File: src/rtl/ftig_pkg.sv
// Shared types and constants for the five-tap image gradient unit.
// No dependencies; the other files, apart from ftig_queue, refer to names here by package scope.
package ftig_pkg;

  localparam int PIX_W       = 8;      // gray pixel and tap width
  localparam int TAP_N       = 5;      // taps per direction
  localparam int LANES       = 4;      // rows held in the line store
  localparam int ROW_W       = 11;     // row index up to MAX_HEIGHT-1
  localparam int FRAME_W     = 12;     // width of the frame size registers
  localparam int FRAME_MIN   = 3;
  localparam int MAX_HEIGHT  = 2048;
  localparam int PROD_W      = 16;     // tap times pixel
  localparam int SUM_W       = 19;     // five products summed
  localparam int MAG_W       = SUM_W - 1;
  localparam int QUO_W       = MAG_W - 2;
  localparam int SCALE_W     = 32;
  localparam int RECIP_SHIFT = 17;
  localparam logic [RECIP_SHIFT-1:0] RECIP3 = 17'd43691;  // ceil(2^17 / 3)
  localparam int GRAD_W      = 15;
  localparam int QUEUE_DEPTH = 4;

  // Configuration port
  localparam int APB_AW  = 5;
  localparam int APB_DW  = 32;
  localparam int REG_IW  = 3;
  localparam logic [REG_IW-1:0] REG_TAP_0   = 3'd0;
  localparam logic [REG_IW-1:0] REG_TAP_1   = 3'd1;
  localparam logic [REG_IW-1:0] REG_TAP_2   = 3'd2;
  localparam logic [REG_IW-1:0] REG_TAP_3   = 3'd3;
  localparam logic [REG_IW-1:0] REG_TAP_4   = 3'd4;
  localparam logic [REG_IW-1:0] REG_FRAME_W = 3'd5;
  localparam logic [REG_IW-1:0] REG_FRAME_H = 3'd6;

  localparam logic [FRAME_W-1:0] FRAME_W_RESET = 12'd640;
  localparam logic [FRAME_W-1:0] FRAME_H_RESET = 12'd480;

  typedef logic signed [PIX_W-1:0]  tap_t;
  typedef logic signed [PROD_W-1:0] prod_t;
  typedef logic signed [SUM_W-1:0]  sum_t;

  localparam tap_t TAP_RESET [TAP_N] = '{8'sd1, -8'sd8, 8'sd0, 8'sd8, -8'sd1};

  // One queued operation for the back end. Masks: bit k covers offset k-2.
  typedef struct packed {
    logic              emit;
    logic              last;
    logic              wr_en;
    logic              shift;
    logic [1:0]        wr_lane;
    logic [1:0]        row_lane;
    logic [1:0]        sp_lane;
    logic [PIX_W-1:0]  pixel;
    logic [TAP_N-1:0]  vmask;
    logic [TAP_N-1:0]  hmask;
  } cmd_t;

endpackage

File: src/rtl/ftig_intf.sv
// Valid/ready channel interfaces for pixel items and gradient results.
// Depends on ftig_pkg for field widths.
interface ftig_pix_if;
  logic                       valid;
  logic                       ready;
  logic                       func;
  logic [ftig_pkg::PIX_W-1:0] pixel;
  modport source (output valid, func, pixel, input ready);
  modport sink (input valid, func, pixel, output ready);
endinterface


File: src/rtl/ftig_front.sv
// Front end: accepts pixel and flush beats, tracks frame positions and
// turns each useful beat into a queued command. Depends on ftig_pkg, ftig_intf.
module ftig_front #(
  parameter int MAX_WIDTH = 2048
) (
  input  logic                               clk,
  input  logic                               rst,
  ftig_pix_if.sink                           pix_in,
  input  logic [ftig_pkg::FRAME_W-1:0]       frame_width,
  input  logic [ftig_pkg::FRAME_W-1:0]       frame_height,
  input  logic                               restart,
  input  logic                               q_ready,
  output logic                               q_push,
  output ftig_pkg::cmd_t                     cmd,
  output logic [$clog2(MAX_WIDTH)-1:0]       col,
  output logic [$clog2(MAX_WIDTH)-1:0]       sp_col_out
);

  localparam int CW = $clog2(MAX_WIDTH);
  localparam int WW = $clog2(MAX_WIDTH + 1);
  localparam int RW = ftig_pkg::ROW_W;

  localparam logic [ftig_pkg::FRAME_W-1:0] FRAME_W_MIN =
    ftig_pkg::FRAME_W'(ftig_pkg::FRAME_MIN);

  logic [WW-1:0]                  eff_w;
  logic [ftig_pkg::FRAME_W-1:0]   eff_h;
  logic [CW-1:0]                  w_m1, w_m2;
  logic [RW-1:0]                  h_m1;

  logic [RW:0]   in_row;
  logic [CW-1:0] in_col;
  logic [RW-1:0] out_row;
  logic [CW-1:0] out_col;
  logic [1:0]    sp_lane;
  logic [CW-1:0] sp_col;

  logic is_pix, draining, take, act_pix, act_flush;
  logic emit_pix, shift_pix, frame_end;

  always_comb begin
    priority if (frame_width < FRAME_W_MIN) begin
      eff_w = WW'(ftig_pkg::FRAME_MIN);
    end else if (int'(frame_width) > MAX_WIDTH) begin
      eff_w = WW'(MAX_WIDTH);
    end else begin
      eff_w = WW'(frame_width);
    end
    priority if (frame_height < FRAME_W_MIN) begin
      eff_h = ftig_pkg::FRAME_W'(ftig_pkg::FRAME_MIN);
    end else if (int'(frame_height) > ftig_pkg::MAX_HEIGHT) begin
      eff_h = ftig_pkg::FRAME_W'(ftig_pkg::MAX_HEIGHT);
    end else begin
      eff_h = frame_height;
    end
  end

  assign w_m1 = CW'(eff_w - 1'b1);
  assign w_m2 = w_m1 - 1'b1;
  assign h_m1 = RW'(eff_h - 1'b1);

  assign is_pix    = !pix_in.func;
  assign draining  = in_row > {1'b0, h_m1};
  assign take      = pix_in.valid && q_ready;
  assign act_pix   = take && is_pix && !draining;
  assign act_flush = take && !is_pix && draining;
  assign emit_pix  = in_row >= (RW+1)'(2);
  assign shift_pix = emit_pix || ((in_row == (RW+1)'(1)) && (in_col >= w_m2));
  assign frame_end = (out_row == h_m1) && (out_col == w_m1);

  assign pix_in.ready = q_ready;
  assign q_push       = act_pix || act_flush;
  assign col          = is_pix ? in_col : out_col;
  assign sp_col_out   = sp_col;

  always_comb begin
    cmd.emit     = is_pix ? emit_pix : 1'b1;
    cmd.last     = !is_pix && frame_end;
    cmd.wr_en    = is_pix;
    cmd.shift    = is_pix ? shift_pix : 1'b1;
    cmd.wr_lane  = in_row[1:0];
    cmd.row_lane = out_row[1:0];
    cmd.sp_lane  = sp_lane;
    cmd.pixel    = pix_in.pixel;
    // rows below the frame bottom and above the top read as zero
    cmd.vmask    = {is_pix, out_row != h_m1, 1'b1,
                    out_row >= RW'(1), out_row >= RW'(2)};
    cmd.hmask    = {col < w_m2, col < w_m1, 1'b1,
                    col >= CW'(1), col >= CW'(2)};
  end

  always_ff @(posedge clk) begin
    if (rst || restart) begin
      in_row  <= '0;
      in_col  <= '0;
      out_row <= '0;
      out_col <= '0;
      sp_lane <= '0;
      sp_col  <= '0;
    end else if (act_pix) begin
      if (in_col == w_m1) begin
        in_col <= '0;
        in_row <= in_row + 1'b1;
      end else begin
        in_col <= in_col + 1'b1;
      end
      if (emit_pix) begin
        if (out_col == w_m1) begin
          out_col <= '0;
          out_row <= out_row + 1'b1;
        end else begin
          out_col <= out_col + 1'b1;
        end
      end
      if (shift_pix) begin
        if (sp_col == w_m1) begin
          sp_col  <= '0;
          sp_lane <= sp_lane + 1'b1;
        end else begin
          sp_col <= sp_col + 1'b1;
        end
      end
    end else if (act_flush) begin
      if (frame_end) begin
        in_row  <= '0;
        in_col  <= '0;
        out_row <= '0;
        out_col <= '0;
        sp_lane <= '0;
        sp_col  <= '0;
      end else begin
        if (out_col == w_m1) begin
          out_col <= '0;
          out_row <= out_row + 1'b1;
        end else begin
          out_col <= out_col + 1'b1;
        end
        if (sp_col == w_m1) begin
          sp_col  <= '0;
          sp_lane <= sp_lane + 1'b1;
        end else begin
          sp_col <= sp_col + 1'b1;
        end
      end
    end
  end

endmodule

File: src/flat_wrapper.sv
// flat-port wrapper written by rule: the top's interface ports become plain ports
module ftig_front_flat 
#(
  parameter int MAX_WIDTH = 2048
)
  (clk, rst, frame_width, frame_height, restart, q_ready, q_push, cmd, col, sp_col_out, pix_in_valid, pix_in_func, pix_in_pixel, pix_in_ready);
  ftig_pix_if pix_in_i ();
  input  logic clk;
  input  logic rst;
  input  logic [ftig_pkg::FRAME_W-1:0] frame_width;
  input  logic [ftig_pkg::FRAME_W-1:0] frame_height;
  input  logic restart;
  input  logic q_ready;
  output logic q_push;
  output ftig_pkg::cmd_t cmd;
  output logic [$clog2(MAX_WIDTH)-1:0] col;
  output logic [$clog2(MAX_WIDTH)-1:0] sp_col_out;
  input wire logic [$bits(pix_in_i.valid)-1:0] pix_in_valid;
  input wire logic [$bits(pix_in_i.func)-1:0] pix_in_func;
  input wire logic [$bits(pix_in_i.pixel)-1:0] pix_in_pixel;
  output wire logic [$bits(pix_in_i.ready)-1:0] pix_in_ready;
  assign pix_in_i.valid = pix_in_valid;
  assign pix_in_i.func = pix_in_func;
  assign pix_in_i.pixel = pix_in_pixel;
  assign pix_in_ready = pix_in_i.ready;
  ftig_front #(.MAX_WIDTH(MAX_WIDTH)) u_core (.clk(clk), .rst(rst), .pix_in(pix_in_i), .frame_width(frame_width), .frame_height(frame_height), .restart(restart), .q_ready(q_ready), .q_push(q_push), .cmd(cmd), .col(col), .sp_col_out(sp_col_out));
endmodule
File: config.mk
export PLATFORM = sky130hd
export DESIGN_NAME = ftig_front_flat
export DESIGN_NICKNAME = d
export VERILOG_FILES = /design/src/rtl/ftig_pkg.sv /design/src/rtl/ftig_intf.sv /design/src/rtl/ftig_front.sv /design/src/flat_wrapper.sv
export SDC_FILE = /design/constraint.sdc
export NUM_CORES = 1
export LEC_CHECK = 0
export BUFFER_PORTS_ARGS = -buffer_cell sky130_fd_sc_hd__buf_2
export CAP_MARGIN = 15
export CORE_MARGIN = 2
export CORE_UTILIZATION = 23
export CTS_CLUSTER_SIZE = 40
export DETAILED_ROUTE_END_ITERATION = 8
export PLACE_DENSITY = 0.42
export SLEW_MARGIN = 20
export SYNTH_ARGS = -nofsm -noshare
export SYNTH_HDL_FRONTEND = slang
export SYNTH_SLANG_ARGS = --single-unit
File: constraint.sdc
create_clock -name clk -period 5.45 [get_ports clk]
set_input_delay 0.8175 -clock clk [delete_from_list [all_inputs] [get_ports clk]]
set_output_delay 0.8175 -clock clk [all_outputs]
set_load 0.01 [all_outputs]
==> summary.md <==
| Metric | Value |
|---|---|
| CP max stage delay | 0.30 ns |
| Max transition margin | 0.3104 |
| CTS tree | built |
| Clock power frac | 0.503 |
| Worst skew pair latency | 0.34 ns |
| CTS clk-pin slew, worst paths | 0.06 ns |
| Ratio of cells with drive above 1 in the final layout | 0.2148 |
| Outcome | finished, final reports clean |
| Pint | 1.001 mW |
| First-pass GRT wire length | 34,820 um |
| Via count | 6,501 |
| Reg2Reg Depth | 12 |
| Max-slew violations | 0 |
| Register area share after synthesis | 0.1865 |
| Min-delay src | u_core.in_row[11] |
| Worst VDD drop | 0.1164 mV |
| Post-synth EDFFs | 0 |
| Startpoint types | primary input |
| Root Buffer Master | clkbuf_16 |
| Most common cell in the synthesized netlist | dfxtp_1 |
| Synthesized area per cell | 7.647 um2 |
| Fillers | 2,905 |
| I/O pins | 90 |
| GRT Total Usage | 0.1558 |
| Area leader, netlist | dfxtp_1 |
| Multi-input gate area | 4715 um2 |
| P&R area growth vs syn | 22.75% |
| Reg-to-reg startpoint | u_core.in_row[7] |
| Part of the power in registers | 0.308 |
| Sw power | 0.3787 mW |
| Design area | 7641 um2 |
| CTS Sinks | 58 |
| Worst r2r dst | u_core.in_col[3] |
| Die X | 168.5 um |
| Arr. time, crit path | 4.35 ns |
| CP max-delay cell | nor4_4 |
| Placed Instance Area | 7232 um2 |
| Vias in the first global route | 6,056 |
| I/O Buffers | 71 |
| Reg area | 1161 um2 |
| Starting DRT DRC Count | 422 |
| Cell mode on critical path | buf_4 |
| Util after Layout | 0.2859 |
| Placer Congestion | 0.8338 |
| Worst Skew | 0.005367 ns |
| Worst hold stages | 2 |
| Total CTS buffers | 9 |
| Tmin final | 5.166 ns |
| Unique masters post-synth | 77 |
| Drt drc | 0 |
| Worst-Margin Slew | 1.034 ns |
| # placed instances | 1,233 |
| F_max | 193.6 MHz |
| Post-DR vias/cell | 5.205 |
| CP Cell Sequence | buf_2 -> nor4_4 -> a41o_1 -> buf_4 -> ha_1 -> nand2_1 -> a221oi_1 -> buf_4 -> nand3_1 -> xnor2_2 -> ha_1 -> nand3_1 -> o21ai_0 -> a31oi_2 -> a21oi_1 -> o211ai_1 -> nor2b_1 -> buf_4 -> o21bai_1 -> buf_2 |
| Fraction of registers with async set/reset | 0 |
| Post-route insts no fill | 1,249 |
| Core area | 26,730 um2 |
| Period utilization | 0.9479 |
| Crit. path cell count | 20 |
| Crit-path max FO | 7 |
| Gr ovfl total | 0 |
| WL final | 22,120 um |
| DR pass1 iterations | 5 |
| Ys Warns | 0 |
| Starting density of the core | 0.2329 |
| Die area | 28,400 um2 |
| WP data required | 4.63 ns |
| Nets | 990 |
| Synthesized flop and latch total | 58 |
| WS Path Type | primary input to output port |
| Leak | 3.061 nW |
| Ant diodes | 0 |
| Max cap viols | 0 |
| Yosys top cell area share | 0.1865 |
| Die height | 168.5 um |
| Final setup violation count | 0 |
| Commonest cells post-synth | dfxtp_1, nor2_1, ha_1, nand2_1, a21oi_1 |
| Synth Cell Area | 6225 um2 |
| DR WL/cell | 17.71 um |
| Sw Ratio | 0.2746 |
| Routed Antenna Nets | 0 |
| Pin count of the biggest net entering global routing | 25 |
| Num rows | 60 |
| Worst Hold Path EP | u_core.in_row[11] |
| Initial antenna violation count | 0 |
| Area contributors post-synth | dfxtp_1, ha_1, xnor2_1 |
| Worst setup EP type | output port |
| Delay-heaviest family, CP | compound AO/OA/AOI/OAI gates |
| RSZ-0062 raised after global routing | yes |
| Comb pwr share | 0.189 |
| Hold WC Path Type | register to register |
| Worst Path Buf+Inv | 5 |
| Post-DP HPWL | 17,260 um |
| Synth Instances | 814 |
| Primary FF master, synth | dfxtp_1 |
| Reg2reg setup slack | 2.31 ns |
| Pwr per Cell Area | 180.5 nW/um2 |
| Longest Clk Path Bufs | 2 |
| Final count of hold timing violations | 0 |
| H-tree depth | 3 |
-- power by group through the flow --
| stage | Clock [mW] | Sequential, mW | Combinational (mW) |
|---|---|---|---|
| detailed placement | 0 | 0.434 | 0.255 |
| CTS | 0.709 | 0.424 | 0.256 |
| finish | 0.693 | 0.425 | 0.261 |
| global route | 0.723 | 0.424 | 0.289 |
| global placement | 0 | 0.434 | 0.257 |
| floorplan | 0 | 0.434 | 0.161 |
-- cells by family after synthesis --
kind of cell | after synthesis | share of synthesized area
buffers and inverters | 90 | 0.06613
XOR/XNOR | 57 | 0.08241
multiplexers | 23 | 0.03859
adder cells (fa/ha/maj) | 49 | 0.09809
other | 1 | 0.0006024
flip-flops | 58 | 0.1865
AO/OA/AOI/OAI | 199 | 0.2239
AND/OR/NAND/NOR | 337 | 0.3037
-- per-stage QoR --
stage / power [mW] / setup slack (ns) / setup TNS (ns) / hold WS [ns]
2_1_floorplan: 0.5950 / 0.001015 / 0 / 0.4474
3_3_place_gp: 0.6909 / 0.1177 / 0 / 0.4773
3_5_place_dp: 0.6886 / 0.09348 / 0 / 0.4880
4_1_cts: 1.389 / 0.07571 / 0 / 0.4962
5_1_grt: 1.437 / -0.06278 / -0.06278 / 0.5183
6_report: 1.379 / 0.2839 / 0 / 0.4926
-- layer usage --
layer  GRT usage  vias to the layer above  routed length [um]
li1            -                     3246                   -
met1      0.2291                     3094               11330
met2      0.2330                      142                9564
met3     0.02665                       19                 945
met4     0.04198                        0                 279
met5           0                        -                   0
-- sequential cells by signal, indices dropped and copies added, names as in the netlist --
register and cells:
u_core.sp_lane 2, u_core.sp_col_out 11, u_core.out_col 11, u_core.out_row 11, u_core.in_col 11, u_core.in_row 12
-- cells in the final DEF (no fill, tap or decap), drive strengths merged, types with 6 or more instances in the layout --
| master | netlist | routed |
|---|---|---|
| a211oi | 9 | 9 |
| a21oi | 46 | 46 |
| nand2b | 12 | 12 |
| nand4 | 37 | 37 |
| nor3 | 24 | 24 |
| ha | 48 | 48 |
| o21ai | 35 | 35 |
| nor4 | 26 | 26 |
| and3 | 17 | 17 |
| clkbuf | 36 | 11 |
| nor2 | 51 | 51 |
| dfxtp | 58 | 58 |
| and2 | 10 | 10 |
| nand2 | 48 | 48 |
| a31oi | 6 | 6 |
| nor2b | 14 | 14 |
| inv | 29 | 29 |
| or3 | 15 | 15 |
| nand3 | 42 | 42 |
| xor2 | 27 | 27 |
| or4 | 13 | 13 |
| buf | 25 | 139 |
| xnor2 | 29 | 29 |
| mux2 | 8 | 8 |
| or2 | 7 | 7 |
| o31ai | 11 | 11 |
| o2111ai | 8 | 8 |
| a21o | 13 | 13 |
| nor3b | 7 | 7 |
| o21a | 8 | 8 |
| o211ai | 18 | 18 |
| mux2i | 15 | 15 |
-- area by class of cell --
cell class                      instances  share of cell area
Multi-Input combinational cell        667              0.6170
Sequential cell                        58              0.1520
Clock inverter                          4             0.01294
Tap cell                              341             0.05584
Inverter                               29             0.01425
Clock buffer                           11             0.03308
Timing Repair Buffer                  139              0.1149
-- what timing repair did --
action,in CTS,in global routing
resized for setup,0,11
hold buffers,0,0
endpoints found under the setup margin,0,2
buffers inserted,0,1
-- worst register-to-register path, delay by kind of cell, from the launching register on --
kind	cells	cell delay, ns
AOI/OAI and AO/OA	6	1.53
DFF	1	0.44
adders and majority gates	1	0.28
and+or+nand+nor	3	0.37
buffers and inverters	2	0.43
-- worst max path at each step --
stage	end	startpoint
2_1_floorplan	cmd[4]	frame_width[6]
3_3_place_gp	cmd[24]	frame_width[6]
3_5_place_dp	cmd[4]	frame_width[6]
4_1_cts	cmd[24]	frame_width[6]
5_1_grt	cmd[24]	frame_width[6]
6_report	cmd[24]	frame_width[3]
No activity file was read; power rests on OpenSTA's default activity.
