==> src/rtl/ftig_queue.sv <==
// Small command queue between the front and back ends.
// Depends on nothing outside this file.
module ftig_queue #(
  parameter int WIDTH = 8,
  parameter int DEPTH = 4
) (
  input  logic             clk,
  input  logic             rst,
  input  logic             push,
  input  logic [WIDTH-1:0] push_data,
  output logic             push_ready,
  input  logic             pop,
  output logic             pop_valid,
  output logic [WIDTH-1:0] pop_data
);

  localparam int PW = $clog2(DEPTH);
  localparam int NW = $clog2(DEPTH + 1);

  logic [WIDTH-1:0] slots [DEPTH];
  logic [PW-1:0]    wptr, rptr;
  logic [NW-1:0]    cnt;
  logic             do_push, do_pop;

  assign push_ready = cnt != NW'(DEPTH);
  assign pop_valid  = cnt != '0;
  assign pop_data   = slots[rptr];
  assign do_push    = push && push_ready;
  assign do_pop     = pop && pop_valid;

  always_ff @(posedge clk) begin
    if (do_push) begin
      slots[wptr] <= push_data;
    end
  end

  always_ff @(posedge clk) begin
    if (rst) begin
      wptr <= '0;
      rptr <= '0;
      cnt  <= '0;
    end else begin
      if (do_push) begin
        wptr <= (wptr == PW'(DEPTH - 1)) ? '0 : wptr + 1'b1;
      end
      if (do_pop) begin
        rptr <= (rptr == PW'(DEPTH - 1)) ? '0 : rptr + 1'b1;
      end
      unique case ({do_push, do_pop})
        2'b10:   cnt <= cnt + 1'b1;
        2'b01:   cnt <= cnt - 1'b1;
        default: cnt <= cnt;
      endcase
    end
  end

endmodule

==> config.mk <==
export PLATFORM = sky130hd
export DESIGN_NAME = ftig_queue
export DESIGN_NICKNAME = d
export VERILOG_FILES = /design/src/rtl/ftig_queue.sv
export SDC_FILE = /design/constraint.sdc
export NUM_CORES = 1
export LEC_CHECK = 0
export ABC_AREA = 1
export BUFFER_PORTS_ARGS = -buffer_cell sky130_fd_sc_hd__clkbuf_2
export CORE_MARGIN = 2
export CORE_UTILIZATION = 60
export CTS_BUF_LIST = sky130_fd_sc_hd__clkbuf_16
export CTS_CLUSTER_DIAMETER = 30
export DETAILED_ROUTE_END_ITERATION = 16
export GPL_TIMING_DRIVEN = 0
export HOLD_SLACK_MARGIN = 0.02
export PLACE_DENSITY = 0.82
export SYNTH_ARGS = -nofsm -noshare
export SYNTH_HDL_FRONTEND = slang
export SYNTH_SLANG_ARGS = --single-unit
export TNS_END_PERCENT = 20
==> constraint.sdc <==
create_clock -name clk -period 4 [get_ports clk]
set_input_delay 0.8 -clock clk [delete_from_list [all_inputs] [get_ports clk]]
set_output_delay 0.8 -clock clk [all_outputs]
set_load 0.02 [all_outputs]
==> summary by stage, run 1 <==
Drt
For this run, design rule violations remaining after detail routing come to 0. After detailed routing, the total wire length is 2.922 mm. Dividing the detail-routed via count by the number of cells gives 5.495. The final route contains 1132 vias. Dividing the detail-routed wire length by the instance count gives 14.18 µm. The number of design-rule violations left by the first detailed-router iteration is 38.

The detail route stage leaves a number of antenna-violating nets equal to 0. The first-pass iteration count of the detailed router is 4.

Timing
The largest clock skew in the final design is 0.003563 ns. The highest clock frequency the design can meet is 0.4303 GHz. Headroom to the max-slew limit came out at 46.48%. The time the worst path needs with I/O delays and setup is 2.324 ns. At the pin with the least slew margin, the transition time is 0.7998 ns. The final hold violation count is 0.

The part of the cycle the worst path needs is 58.10%. Summed over all failing endpoints, the final setup total negative slack is 0 ns. The number of slew-limit violations in the final report was 0. The final critical-path setup slack is 1.676 ns. Setup repair after global routing left no endpoint under its margin.

Setup violations remaining at the end of the flow were counted as 0.

Yosys
The number of different library cells in the post-synthesis netlist is 19. The synthesized design contains 32 enable-type register cells. For this run, the number of Yosys warnings is 0. The share of the synthesized area in the top cell type is 56.64%. Counting flops with an async set or reset pin after synthesis yields a share of 0%.

After synthesis, the cell types taking the most area are edfxtp_1 57%, dfxtp_1 11%, nor2_1 6.4%, ha_1 4.4%, o21ai_0 4.1%. Counting every net in the synthesized netlist gives 165. In this run the mean area of a mapped cell was 11.62 µm². The area of the mapped netlist is 1697 µm². The most used flip-flop cell after synthesis is edfxtp_1. Counting every instance in the synthesized netlist gives 146. Sequential elements use 67.26% of the synthesized area. The post-synthesis cell type with the largest combined area is edfxtp_1. Counting flops and latches in the post-synthesis netlist gives 41.

Pwr
In this run the power density over the cells is 708.5 nW/µm². For this design the total switching power over the nets is 480.1 µW. The sequential group share of total power is 39.9%. The largest vdd supply drop is 0.0007643 V. The static leakage is 0.0008178 µW. Of the total power, the share spent switching nets is 33.79%. The clock share of power is 29.7%.

Internal power comes to 940.8 µW. In this run, the combinational gates consume 30.4% of the power.

Global routing
The maximum number of pins on one net before global-route repair is 15. Summed over all layers, the global routing overflow is 0. The initial antenna violation count was 0. The first global-routing pass estimated 4.802 mm of wire. The total global routing track utilization is 20.84%. The via count of the first global-routing pass was 1080.

Critical path
For the worst setup path, the data required time is 3.20 ns. Data arrives at the worst endpoint at 1.52 ns. The type of the worst setup path is flop to primary output.

The capturing element type of the critical path is a primary output. STA classifies the critical path startpoint as a flop. Along the worst path, the maximum fanout reaches 9.

Placement
At the placement stage, the worst setup path has a slack of 1.903 ns. Summed over all nets, the half-perimeter wirelength after detailed placement is 2.008 mm. The global placer's final weighted congestion is 0.7306. The total of buffers placed on input and output ports is 21. In this run, placement finished with an instance count of 198.

CTS
The number of clock sinks seen by CTS is 41. The clock tree from TritonCTS is yes. The maximum buffer depth of the clock tree is 2. The H-tree generated during clock tree synthesis spans 2 levels. The buffer count from post-CTS setup fixing is 0. The clock insertion delay at the later pin of the skew report is 0.28 ns.

In this run, post-CTS hold repair placed 0 buffers. The number of resized instances in the post-cts repair step is 0. Clock-pin slew was measured on the worst setup and hold paths at 0.06 ns. In this run, CTS created clock tree buffers numbering 5. In this run the clock root is driven by a clkbuf_16.

Final layout
In the final design database the tool counted 193 nets. Leaving out filler cells and counting taps, the final layout contains 206. The number of antenna repair diodes is 0.

The growth of design area from synthesis to finish is 18.22%. Summing all flip-flop and latch instances after layout gives 1141 µm². After filler insertion, the fill cell instance count of the layout stands at 186. The area of combinational cells with multiple inputs is 465.4 µm². The share of post-route cells with drive strength above 1 is 21.71%.

Flow run
The max-cap check violation count is 0.

Die
The region available for standard cell placement spans 2710 µm². In this run the horizontal extent of the chip is 57.18 µm. For this configuration, the core starts out at a cell density of 62.60%.

The die area is 3269 µm². The die is 57.18 µm tall. The placement row count is 19. The total I/O pin count is 22.

Worst hold path
The type of the tightest min-delay check is flop to flop.

Run status
The flow ran to the end, and the final reports show no timing, DRC or antenna violations.
[per-stage QoR]
| step | hold WS, ns | total power [µW] | util [%] | instance area (µm²) |
|---|---|---|---|---|
| floorplan | 0.4827 | 872.3 | - | 1697 |
| global placement | 0.5166 | 981.5 | 67.91 | 1841 |
| detailed placement | 0.5134 | 1005 | 67.91 | 1841 |
| CTS | 0.5200 | 1429 | 74.01 | 2006 |
| global route | 0.5330 | 1504 | 74.01 | 2006 |
| finish | 0.5163 | 1421 | 74.01 | 2006 |
[sequential cells by signal (all words and copies together) (netlist names), named ones only]
| signal | count |
|---|---|
| wptr | 2 |
| slots | 32 |
| cnt | 3 |
| rptr | 2 |
[Yosys cell counts, types with 2 or more instances]
cell	count
inv_1	17
nor2_1	29
edfxtp_1	32
buf_6	2
o21ai_0	14
dfxtp_1	9
a21oi_1	4
nand3b_1	2
nand2_1	12
o21ai_2	3
nand2_2	2
ha_1	6
o22ai_1	8
[path summary, 6_finish.rpt]
kind | start | end | slack [ns] | cells after the start
worst max-delay path | flop | pop_data[3] | 1.68 | 4
worst min-delay path | rptr[1] | flop | 0.52 | 2
worst max register to register | cnt[2] | cnt[2] | 2.22 | 13
worst min register to register | rptr[1] | flop | 0.52 | 2
[layout by cell type (no fill, tap or decap), drive strengths merged]
master / instances
clkbuf: 27
inv: 19
dfxtp: 9
ha: 6
buf: 2
nand3b: 2
o22ai: 8
fa: 1
o21ai: 18
edfxtp: 32
nand2: 14
a21oi: 4
nand4: 1
nor2: 30
nand3: 1
clkinv: 1
[worst max-delay path, stage by stage, from the launching register on]
cell      delay, ns
dfxtp_1        0.41
inv_1          0.30
o21ai_0        0.15
o22ai_1        0.18
clkbuf_2       0.20
[final cells by class]
class	instances	share of cell area (%)
tap	31	1.934
inverter	18	3.369
multi-input combinational	85	23.21
buffer	2	1.123
timing repair buffer	21	5.240
clock buffer	6	7.486
clock inverter	2	0.7486
sequential	41	56.89
[kinds of logic (layout without fill, tap and decap cells)]
kind of cell               Yosys count  after routing  share of synthesized area (%)
adders and majority gates            7              7                          5.605
DFF                                 41             41                          67.26
AOI/OAI and AO/OA                   30             30                          10.10
and+or+nand+nor                     48             48                          11.73
buffers and inverters               20             49                          5.309
[layer usage]
layer  routed length [µm]  vias to the layer above  global-route usage, %  share of wire, %
li1                     -                      559                      -                 -
met1                 1085                      524                  22.66                37
met2                 1581                       40                  36.62                54
met3                  193                        9                  8.163               6.6
met4                   62                        0                  7.973               2.1
met5                    0                        -                      0                 0
[power groups by stage]
stage          Clock [µW]  Sequential, µW  Combinational (µW)
6_report              422             567                 432
2_1_floorplan           0             562                 311
3_5_place_dp            0             575                 429
5_1_grt               451             574                 480
4_1_cts               428             567                 434
3_3_place_gp            0             572                 409
No activity file was read; power rests on OpenSTA's default activity.
==> inputs of run 2 (changes only) <==
--- a/config.mk
+++ b/config.mk
@@ -5,16 +5,16 @@
 export SDC_FILE = /design/constraint.sdc
 export NUM_CORES = 1
 export LEC_CHECK = 0
-export ABC_AREA = 1
+export ABC_AREA = 0
 export BUFFER_PORTS_ARGS = -buffer_cell sky130_fd_sc_hd__clkbuf_2
 export CORE_MARGIN = 2
-export CORE_UTILIZATION = 60
+export CORE_UTILIZATION = 50
 export CTS_BUF_LIST = sky130_fd_sc_hd__clkbuf_16
 export CTS_CLUSTER_DIAMETER = 30
 export DETAILED_ROUTE_END_ITERATION = 16
 export GPL_TIMING_DRIVEN = 0
 export HOLD_SLACK_MARGIN = 0.02
-export PLACE_DENSITY = 0.82
+export PLACE_DENSITY = 0.73
 export SYNTH_ARGS = -nofsm -noshare
 export SYNTH_HDL_FRONTEND = slang
 export SYNTH_SLANG_ARGS = --single-unit
==> constraint.sdc (replaced) <==
create_clock -name clk -period 2.1 [get_ports clk]
set_input_delay 0.42 -clock clk [delete_from_list [all_inputs] [get_ports clk]]
set_output_delay 0.42 -clock clk [all_outputs]
set_load 0.02 [all_outputs]
==> run 2 against run 1 <==
Net effect:
- non-clock buffer count is 7 higher
- synthesized area down 2.9%
- clock-buffer cell count down 1
- critical endpoint is now cnt[2]
- largest power group unchanged
- highest routed layer unchanged
==> summary by stage, run 2 <==
Die
The die area is 3768 µm² (was 3269 µm²). The placement row count is 20 (was 19). The chip height is 61.39 µm (was 57.18 µm). The total I/O pin count came to 22 (unchanged). The floorplan die width came to 61.39 µm (was 57.18 µm). The starting density of the core is 53.06% (was 62.60%). The placeable core region is 3103 µm² (was 2710 µm²).

Worst hold path
The type of the tightest min-delay check is input port to flop (was flop to flop). The cell depth of the worst min-delay path is 1 (was 2). The startpoint of the worst hold path is push_data[0] (was rptr[1]). The path with the worst hold slack has its endpoint at slots[3][0].

Final layout
The growth of design area from synthesis to finish is 23.10% (was 18.22%). Most frequent cells in the layout: 32 x edfxtp_1, 20 x clkbuf_2, 8 x mux4_2 (was 32 x edfxtp_1, 29 x nor2_1, 21 x clkbuf_2). The flip-flop count of the largest register after layout is 32 (unchanged). The filler-free cell count of the finished design is 172 (was 206). The number of antenna repair diodes is 0 (unchanged).

Registers with the highest flip-flop counts: slots: 32 flops, cnt: 3 flops (unchanged). The total number of nets in the final design is 146 (was 193). The share of post-route cells with drive strength above 1 is 46.09% (was 21.71%). The most common cell after layout, fill and taps aside is edfxtp_1 (unchanged).

The register ranked first by flip-flop count is slots (unchanged).

CTS
The CTS clock-pin slew for the worst setup and hold paths was 0.06 ns (about the same). The total number of H-tree levels was 2 (unchanged). The number of buffers added by the clock tree synthesis step is 5 (unchanged). The number of clock sinks seen by CTS is 41 (unchanged). The maximum buffer depth of the clock tree is 2 (unchanged). The clock insertion delay at the later pin of the skew report is 0.28 ns (about the same). The root buffer selected by CTS was clkbuf_16 (unchanged). The clock tree from TritonCTS is yes (unchanged).

Yosys
The top flip-flop cell by instance count after synthesis is edfxtp_1 (unchanged). The most common cell in the netlist is edfxtp_1 (unchanged). The compound-cell area share of the yosys netlist is 2.736% (was 10.10%). The synthesized-area fraction occupied by xor and xnor cells is 1.064% (was 0%).

The async set-or-reset flop fraction in the synthesized netlist is 0% (unchanged). The area of the mapped netlist is 1647 µm² (was 1697 µm²). Top cells by area in the synthesized netlist: edfxtp_1 58%, dfxtp_1 11%, mux4_2 11%, ha_1 4.6%, inv_1 1.4% (was edfxtp_1 57%, dfxtp_1 11%, nor2_1 6.4%, ha_1 4.4%, o21ai_0 4.1%).

The flip-flop and latch count after synthesis came to 41 (unchanged). The count of flip-flops with a built-in enable after synthesis was 32 (unchanged). The total nets after synthesis is 113 (was 165).

Most common library cells after synthesis: 32 x edfxtp_1, 9 x dfxtp_1, 8 x mux4_2, 6 x ha_1, 6 x inv_1 (was 32 x edfxtp_1, 29 x nor2_1, 17 x inv_1, 14 x o21ai_0, 12 x nand2_1). The number of instances in the synthesized netlist came to 94 (was 146). The register area share after synthesis came to 69.30% (was 67.26%). The share of the synthesized area in the top cell type is 58.36% (was 56.64%).

The post-synthesis share of cell area spent on and, or, nand and nor gates came to 6.155% (was 11.73%). The combinational family with the most area after synthesis is multiplexers (was simple AND/OR/NAND/NOR gates). The number of different library cells in the post-synthesis netlist is 25 (was 19). The count of synthesis-stage warnings from yosys is 0 (unchanged).

The average size of a mapped cell is 17.52 µm² (was 11.62 µm²). The share of synthesized area spent on multiplexers came to 12.16% (was 0%). The post-synthesis share of cell area spent on full adders, half adders and majority gates is 5.775% (was 5.605%). The post-synthesis cell type with the largest combined area is edfxtp_1 (unchanged).

Drt
The first-pass iteration count of the detailed router is 4 (unchanged). The final wirelength is 2.786 mm (was 2.922 mm). The final antenna-violating net count is 0 (unchanged). The vias after detailed routing is 900 (was 1132).

The number of design-rule violations left by the first detailed-router iteration is 39 (was 38). The DRC violation count after routing is 0 (unchanged). The average detailed-routed wire length per instance was 16.20 µm (was 14.18 µm). The average vias per placed instance is 5.233 (was 5.495).

Critical path
The worst reg2reg path endpoint was cnt[2] (unchanged). The highest cell delay on the worst timing path is 0.42 ns (was 0.41 ns). The capturing element type of the critical path was a flop (was primary output). Crit-path cells: or3b_4, nand2_4, ha_4, inv_2, fa_2, xor2_1, or3_4, a21oi_2 (was inv_1, o21ai_0, o22ai_1, clkbuf_2).

The type of the worst setup path is flop to flop (was flop to primary output). The number of cell instances on the worst register-to-register path is 8 (was 13). The register-to-register setup slack is 0.07 ns (was 2.22 ns).

The dominant delay contributor by cell family on the critical path is simple AND/OR/NAND/NOR gates (was buffers and inverters). The worst-path maximum fanout is 5 (was 9). The arrival time of data at the critical path endpoint is 2.25 ns (was 1.52 ns). The critical-path cell with the highest stage delay is or3b_4 (was dfxtp_1). The worst endpoint required time is 2.32 ns (was 3.20 ns).

The count of buffer and inverter cells on the critical path is 1 (was 2). The source of the worst register-to-register timing path was cnt[1] (was cnt[2]). The startpoint type of the worst setup path is a flop (unchanged).

Global routing
The first-pass GRT wire length was 4.271 mm (was 4.802 mm). The total global routing overflow came to 0 (unchanged). The initial antenna violation count came to 0 (unchanged). The via count of the first global-routing pass is 906 (was 1080). The maximum number of pins on one net before global-route repair was 14 (was 15). The total global routing track utilization is 17.20% (was 20.84%).

Timing
After layout, the worst path uses 96.66% of the clock period. Timing would allow up to 0.4927 GHz. Unrepaired setup endpoints after global routing: no (unchanged). The final hold violation count is 0 (unchanged). The slew at the pin with the worst max-slew slack is 0.4688 ns (was 0.7998 ns). The largest clock skew in the final design is 0.003418 ns (was 0.003563 ns).

The number of endpoints failing setup at the final stage was 0 (unchanged). The time the worst path needs with I/O delays and setup is 2.030 ns. The number of slew-limit violations in the final report is 0 (unchanged). The worst hold-check slack came to 0.3580 ns (was 0.5163 ns). The worst-case headroom to the max-slew limit is 68.75% (was 46.48%).

Flow run
The max-cap check violation count is 0 (unchanged).

Placement
The final HPWL from detailed placement is 1.728 mm (was 2.008 mm). The global placer's final weighted congestion is 0.6569 (was 0.7306). The number of instances in the placed design was 158 (was 198). The total of buffers placed on input and output ports is 20 (was 21).

Pwr
The static leakage is 0.0007621 µW (was 0.0008178 µW). The largest vdd supply drop is 0.0006338 V (was 0.0007643 V). The total power divided by cell area is 1251 nW/µm² (was 708.5 nW/µm²). The post-layout total power came to 2535 µW (was 1421 µW).

Run status
Status: finished, final reports clean (unchanged).
run 2: changes by cell type in the layout (fill, tap and decap cells not counted), moves of 3 or more:
cell | before | now
nor2_1 | 29 | 4
o21ai_0 | 14 | 1
inv_1 | 17 | 5
nand2_1 | 12 | 1
mux4_2 | 0 | 8
o22ai_1 | 8 | 0
buf_4 | 0 | 7
dfxtp_1 | 9 | 6
dfxtp_2 | 0 | 3
run 2: logic make-up after synthesis:
kind of cell,after synthesis
compound gates,7
xor+xnor,2
fa+ha+maj,7
buf+inv,10
flops,41
mux,10
simple gates,17
run 2: worst reg2reg max path, stage by stage (launching register included):
cell	delay, ns
dfxtp_2	0.34
or3b_4	0.42
nand2_4	0.08
ha_4	0.13
inv_2	0.04
fa_2	0.35
xor2_1	0.17
or3_4	0.32
a21oi_2	0.11
run 2: timing repair:
| item | 4_1_cts | 5_1_grt |
|---|---|---|
| pin swaps | 0 | 1 |
| setup buffers | 4 | 3 |
| gates resized for setup | 3 | 2 |
| hold buffers | 0 | 0 |
| endpoints found under the setup margin | 1 | 2 |
run 2: per-stage QoR:
step	setup TNS (ns)	util, %	setup slack [ns]	cell area [µm²]
3_3_place_gp	-0.02332	58.91	-0.02332	1828
6_report	0	65.32	0.07019	2027
3_5_place_dp	-0.08415	58.91	-0.08415	1828
5_1_grt	0	65.32	0.002625	2027
4_1_cts	0	64.48	0.03220	2001
2_1_floorplan	0	-	0.01315	1673
run 2: cell type report:
class | count | area [µm²]
multi-input combinational | 43 | 494.2
inverter | 6 | 22.52
buffer | 3 | 15.01
clock inverter | 3 | 17.52
clock buffer | 5 | 125.1
fill | 230 | 1076
sequential | 41 | 1145
tap | 44 | 55.05
timing repair buffer | 27 | 152.6
run 2: worst max path at each step:
stage	startpoint	to	slack, ns	cells past startpoint
after floorplan	cnt[0]	cnt[2]	0.01	9
after global placement	cnt[0]	cnt[2]	-0.02	9
after detailed placement	cnt[0]	cnt[2]	-0.08	9
after CTS	cnt[1]	cnt[2]	0.03	8
after global routing	cnt[1]	cnt[2]	0.003	8
final	cnt[1]	cnt[2]	0.07	8
run 2: power by group:
group          total, µW  internal, µW  switching (µW)  leakage (µW)
combinational        756           351             405      0.000324
clock                729           435             295     0.0000696
sequential          1050           995            54.9      0.000369
total               2540          1780             755      0.000762
run 2: per-layer routing:
| metal | global-route usage (%) | share of wire (%) |
|---|---|---|
| met1 | 19.86 | 42 |
| met5 | 0 | 0 |
| met4 | 10.03 | 2.5 |
| met2 | 28.57 | 51 |
| met3 | 5.042 | 4.7 |
